File: src/sv/csim_pkg.sv
// Shared types and constants for the streaming cosine similarity block.
// Used by the controller, the datapath and the top level; depends on nothing.
package csim_pkg;

    // Element and accumulator sizes.
    localparam int ELEM_WIDTH   = 16;
    localparam int PROD_WIDTH   = 2 * ELEM_WIDTH;
    localparam int ACC_WIDTH    = 48;
    localparam int ROOT_WIDTH   = ACC_WIDTH / 2;
    localparam int FRAC_BITS    = 15;
    localparam int NUM_WIDTH    = ACC_WIDTH + FRAC_BITS;
    localparam int CFG_WIDTH    = 32;
    localparam int SIM_WIDTH    = 16;
    localparam int DEF_MAX_LEN  = 1024;

    // Iteration counts of the root and divide loops.
    localparam int SQRT_STEPS   = ROOT_WIDTH;
    localparam int DIV_STEPS    = NUM_WIDTH;
    localparam int CNT_WIDTH    = $clog2(DIV_STEPS);

    // Commands from the controller to the datapath.
    typedef struct packed {
        logic acc_en;     // accumulate the accepted pair
        logic load_work;  // last pair: capture sums into work registers and clear
        logic sqrt_step;  // one step of both square roots
        logic mul_en;     // multiply the two roots
        logic div_step;   // one step of the restoring divider
        logic out_load;   // load the result register
    } csim_cmd_t;

    // Status from the datapath to the controller.
    typedef struct packed {
        logic special;    // zero vector or too long: skip the arithmetic
    } csim_stat_t;

endpackage

File: src/sv/csim_ctrl.sv
// Controller state machine of the cosine similarity block.
// Depends on csim_pkg; drives the command struct of csim_dp.
module csim_ctrl (
    input  logic                  aclk,
    input  logic                  aresetn,
    input  logic                  s_valid,
    output logic                  s_ready,
    input  logic                  s_last_element,
    output logic                  m_valid,
    input  logic                  m_ready,
    input  csim_pkg::csim_stat_t  stat,
    output csim_pkg::csim_cmd_t   cmd
);

    localparam logic [2:0] ST_ACCUM = 3'd0;
    localparam logic [2:0] ST_SQRT  = 3'd1;
    localparam logic [2:0] ST_MUL   = 3'd2;
    localparam logic [2:0] ST_DIV   = 3'd3;
    localparam logic [2:0] ST_FIN   = 3'd4;

    localparam logic [csim_pkg::CNT_WIDTH-1:0] SQRT_LAST =
        csim_pkg::CNT_WIDTH'(csim_pkg::SQRT_STEPS - 1);
    localparam logic [csim_pkg::CNT_WIDTH-1:0] DIV_LAST =
        csim_pkg::CNT_WIDTH'(csim_pkg::DIV_STEPS - 1);

    logic [2:0]                     state_reg, state_next;
    logic [csim_pkg::CNT_WIDTH-1:0] cnt_reg, cnt_next;
    logic                           m_valid_reg, m_valid_next;

    assign s_ready = (state_reg == ST_ACCUM);
    assign m_valid = m_valid_reg;

    // Next state, iteration counter and commands.
    always_comb begin
        state_next = state_reg;
        cnt_next   = cnt_reg;
        cmd        = '0;
        unique case (state_reg)
            ST_ACCUM: begin
                if (s_valid) begin
                    cmd.acc_en = 1'b1;
                    if (s_last_element) begin
                        cmd.load_work = 1'b1;
                        cnt_next      = '0;
                        state_next    = ST_SQRT;
                    end
                end
            end
            ST_SQRT: begin
                if (stat.special) begin
                    state_next = ST_FIN;
                end else begin
                    cmd.sqrt_step = 1'b1;
                    cnt_next      = cnt_reg + 1'b1;
                    if (cnt_reg == SQRT_LAST) begin
                        state_next = ST_MUL;
                    end
                end
            end
            ST_MUL: begin
                cmd.mul_en = 1'b1;
                cnt_next   = '0;
                state_next = ST_DIV;
            end
            ST_DIV: begin
                cmd.div_step = 1'b1;
                cnt_next     = cnt_reg + 1'b1;
                if (cnt_reg == DIV_LAST) begin
                    state_next = ST_FIN;
                end
            end
            ST_FIN: begin
                if (!m_valid_reg || m_ready) begin
                    cmd.out_load = 1'b1;
                    state_next   = ST_ACCUM;
                end
            end
            default: state_next = ST_ACCUM;
        endcase
    end

    // Output valid holds until the result transfer completes.
    assign m_valid_next = cmd.out_load | (m_valid_reg & ~m_ready);

    always_ff @(posedge aclk) begin
        if (!aresetn) begin
            state_reg   <= ST_ACCUM;
            cnt_reg     <= '0;
            m_valid_reg <= 1'b0;
        end else begin
            state_reg   <= state_next;
            cnt_reg     <= cnt_next;
            m_valid_reg <= m_valid_next;
        end
    end

endmodule

File: config.mk
export PLATFORM = sky130hd
export DESIGN_NAME = csim_ctrl
export DESIGN_NICKNAME = d
export VERILOG_FILES = /design/src/sv/csim_pkg.sv /design/src/sv/csim_ctrl.sv
export SDC_FILE = /design/constraint.sdc
export NUM_CORES = 1
export LEC_CHECK = 0
export ABC_CLOCK_PERIOD_IN_PS = 1700
export BUFFER_PORTS_ARGS = -buffer_cell sky130_fd_sc_hd__buf_2
export CELL_PAD_IN_SITES_DETAIL_PLACEMENT = 0
export CELL_PAD_IN_SITES_GLOBAL_PLACEMENT = 1
export CORE_ASPECT_RATIO = 0.9
export CORE_MARGIN = 1
export CORE_UTILIZATION = 38
export DETAILED_ROUTE_END_ITERATION = 10
export GPL_ROUTABILITY_DRIVEN = 0
export MAX_ROUTING_LAYER = met4
export PLACE_DENSITY_LB_ADDON = 0.1
export SLEW_MARGIN = 20
export SYNTH_ARGS = -nofsm -noshare
export SYNTH_HDL_FRONTEND = slang
export SYNTH_SLANG_ARGS = --single-unit
File: constraint.sdc
create_clock -name aclk -period 1.7 [get_ports aclk]
set_input_delay 0.34 -clock aclk [delete_from_list [all_inputs] [get_ports aclk]]
set_output_delay 0.34 -clock aclk [all_outputs]
set_load 0.1 [all_outputs]
==> flow_metrics.tcl <==
set metrics [dict create \
    timing.reg2reg.worst_path_depth 6 \
    whs_path_depth 3 \
    die-height_um 42.0 \
    detailedRoute.firstPassIterationCount 4 \
    grt_ovf 0 \
    grt_max_degree 10 \
    drt-total-wl_um 1520 \
    cellPowerDensity_mw_per_mm2 709 \
    drc_errors 0 \
    track_usage_pct 19.9 \
    ant_nets 0 \
    timing.fmax_mhz 584 \
    clock_sink_count 10 \
    min_to "state_reg[0]" \
    regArea_um2 211 \
    dp_hpwl_um 1060 \
    critPathCaptureType "output pin" \
    worst_path_arrival_time_ns 1.37 \
    clock-root-buffer "sky130_fd_sc_hd__clkbuf_4" \
    fin_worst_skew_ns 0.00763 \
    area_grow_syn2layout_pct 54.5 \
    final-max-slew-violation-count 0 \
    critical-path-top-delay-family "simple AND/OR/NAND/NOR gates" \
    type_of_the_worst_setup_path "reg -> out" \
    core_area_mm2 0.00166 \
    setup-tns-final_ns -0.0136 \
    largest_register_ff_count 6 \
    routed-via-count 639 \
    stdcell_count 123 \
    via_count_of_the_first_global_routing_pass 602 \
    setup_violations 1 \
    vdd_ir_drop_max_uv 386 \
    required_ns 1.36 \
    i_o_pin_count 14 \
    final_common_cell "sky130_fd_sc_hd__buf_12" \
    ys_ff_latch 10 \
    grt_first_pass_wirelength_um 2650 \
    mappedNetlistNets 84 \
    synth_async_sr_flop_share_pct 0 \
    rr_endpoint "state_reg[1]" \
    worst_setup_path_start_kind "flop" \
    dpl.cell_count 113 \
    critical_hold_path_startpoint "aresetn" \
    period_needed_ns 1.71 \
    postSynthCellCount 76 \
    place.port_buffers 13 \
    std_cell_rows 14 \
    synth_sequential_area_ratio_pct 29.6 \
    clk_pin_slew_worst_paths_ns 0.07 \
    synthesis.yosys.warnings 0 \
    layout.cells.most_common_list "sky130_fd_sc_hd__buf_12 (8), sky130_fd_sc_hd__dfxtp_1 (7), sky130_fd_sc_hd__buf_4 (7)" \
    initial_core_util_pct 40.7 \
    least_setup_slack_across_all_paths_after_layout_ns -0.0136 \
    synth.distinct_cells 38 \
    timing.final.crit_share_pct 101 \
    timing.max_cap.violations 0 \
    min-delay-path-class "in -> reg" \
    worstSkewPairLatency_ns 0.27 \
    ff2ff_setup_slack_ns 0.29 \
    layout.filler_cells 146 \
    vias_per_cell 5.20 \
    wl_per_cell_um 12.3 \
    n_antenna_cell 0 \
    crit_fanout 5 \
    preCtsSetupSlack_ns 0.170 \
    critical_path.reg2reg.startpoint "state_reg[1]" \
    run_status "finished with violations" \
    clock_h_tree_levels 1 \
    max-slew-margin-rel_pct 68.3 \
    cp_cell_sequence "or3_4, a21oi_4, buf_12" \
    leakage_uw 0.000404 \
    antenna_found_initial 0 \
    cts-root-to-sink-buffers 2 \
    floorplan.die.width_um 46.5 \
    final_hold_viol_count 0 \
    area_of_the_multi_input_gates_um2 488 \
    fin_nets 108 \
    buf_inv_stages_crit_path 1 \
    cts_buffers 3 \
    synth.avg_cell_area_um2 8.91 \
    cpPeakStageDelay_ns 0.40 \
    setup_repair_after_global_routing_missed_its_margin "yes" \
    critical_path.slowest_cell "sky130_fd_sc_hd__or3_4" \
    drive_gt1_share_pct 45.5 \
    fp.dieArea_mm2 0.00195 \
    post_synth_instance_area_um2 677 \
    timing_worst_slew_pin_value_ns 0.472 \
    cts_tree "done" \
    violated_checks "setup timing" \
    drt_iter0_drc 10 \
    synth_top_flop_cell "sky130_fd_sc_hd__dfxtp_1" \
    synth_edf_count 0 \
]
tightest hold or removal path: cells and delay by family:
family	cells	cell delay, ns
buffers and inverters	1	0.15
AO/OA/AOI/OAI	2	0.12
kinds of logic (layout without fill, tap and decap cells):
group	count (synthesis)	after routing	share of synthesized area [%]
simple gates	34	34	31.8
buf+inv	8	31	7.21
xor+xnor	2	2	2.59
fa+ha+maj	2	2	3.70
flops	10	10	29.6
mux	2	2	2.96
compound gates	18	18	22.2
worst max-delay path by stage:
stage / startpoint / end / slack [ns] / cells past startpoint
3_3_place_gp: state_reg[2] / cmd[0] / 0.18 / 4
6_report: state_reg[1] / cmd[0] / -0.01 / 3
5_1_grt: state_reg[2] / cmd[4] / -0.06 / 4
4_1_cts: state_reg[1] / cmd[0] / -0.01 / 3
2_1_floorplan: state_reg[2] / cmd[4] / -0.47 / 3
3_5_place_dp: state_reg[2] / cmd[0] / 0.17 / 4
metrics by stage:
stage	utilization, %	instance area [um^2]	power, uW	hold WS [ns]
6_report	62.9	1050	742	0.387
3_3_place_gp	55.6	925	512	0.529
2_1_floorplan	-	728	434	0.498
5_1_grt	62.9	1050	772	0.401
3_5_place_dp	55.6	925	514	0.539
4_1_cts	61.9	1030	744	0.386
area by class of cell:
class                   instances  share of cell area [%]
clock buffers                   4                    3.47
inverters                       4                    1.44
multi-input cells              58                    46.7
flip-flops and latches         10                    20.2
well taps                      24                    2.87
repair buffers                 23                    25.4
power breakdown:
part	internal, uW	switching [uW]
Sequential	239	9.76
Clock	130	84.7
Combinational	115	164
Total	484	258
synthesized netlist by cell type, types with 2 or more instances:
cell / count / share of area, %
sky130_fd_sc_hd__inv_2: 2 / 1.1
sky130_fd_sc_hd__and2_1: 3 / 2.8
sky130_fd_sc_hd__and3_1: 3 / 2.8
sky130_fd_sc_hd__nor2b_1: 3 / 2.8
sky130_fd_sc_hd__buf_6: 2 / 3.3
sky130_fd_sc_hd__a21oi_1: 4 / 3.0
sky130_fd_sc_hd__mux2i_1: 2 / 3.0
sky130_fd_sc_hd__nand3_1: 4 / 3.0
sky130_fd_sc_hd__a311oi_1: 2 / 2.6
sky130_fd_sc_hd__a31oi_1: 2 / 1.8
sky130_fd_sc_hd__inv_1: 2 / 1.1
sky130_fd_sc_hd__xnor2_1: 2 / 2.6
sky130_fd_sc_hd__nor3_1: 2 / 1.5
sky130_fd_sc_hd__nor2_1: 5 / 2.8
sky130_fd_sc_hd__dfxtp_1: 10 / 30
sky130_fd_sc_hd__ha_1: 2 / 3.7
sky130_fd_sc_hd__nand2_1: 5 / 2.8
what timing repair did:
action | in CTS | in global routing
setup buffers | 5 | 2
pin swaps | 2 | 3
resized for setup | 7 | 2
setup endpoints to repair | 5 | 6
hold buffers | 0 | 0
routing by layer:
layer	wire length, um	global-route usage [%]	vias to the layer above
met1	772	28.1	295
met2	670	26.1	11
met4	11	5.29	0
met3	64	7.76	2
met5	0	-	-
li1	-	-	331
Note: power is estimated with default switching activity, not from simulation.
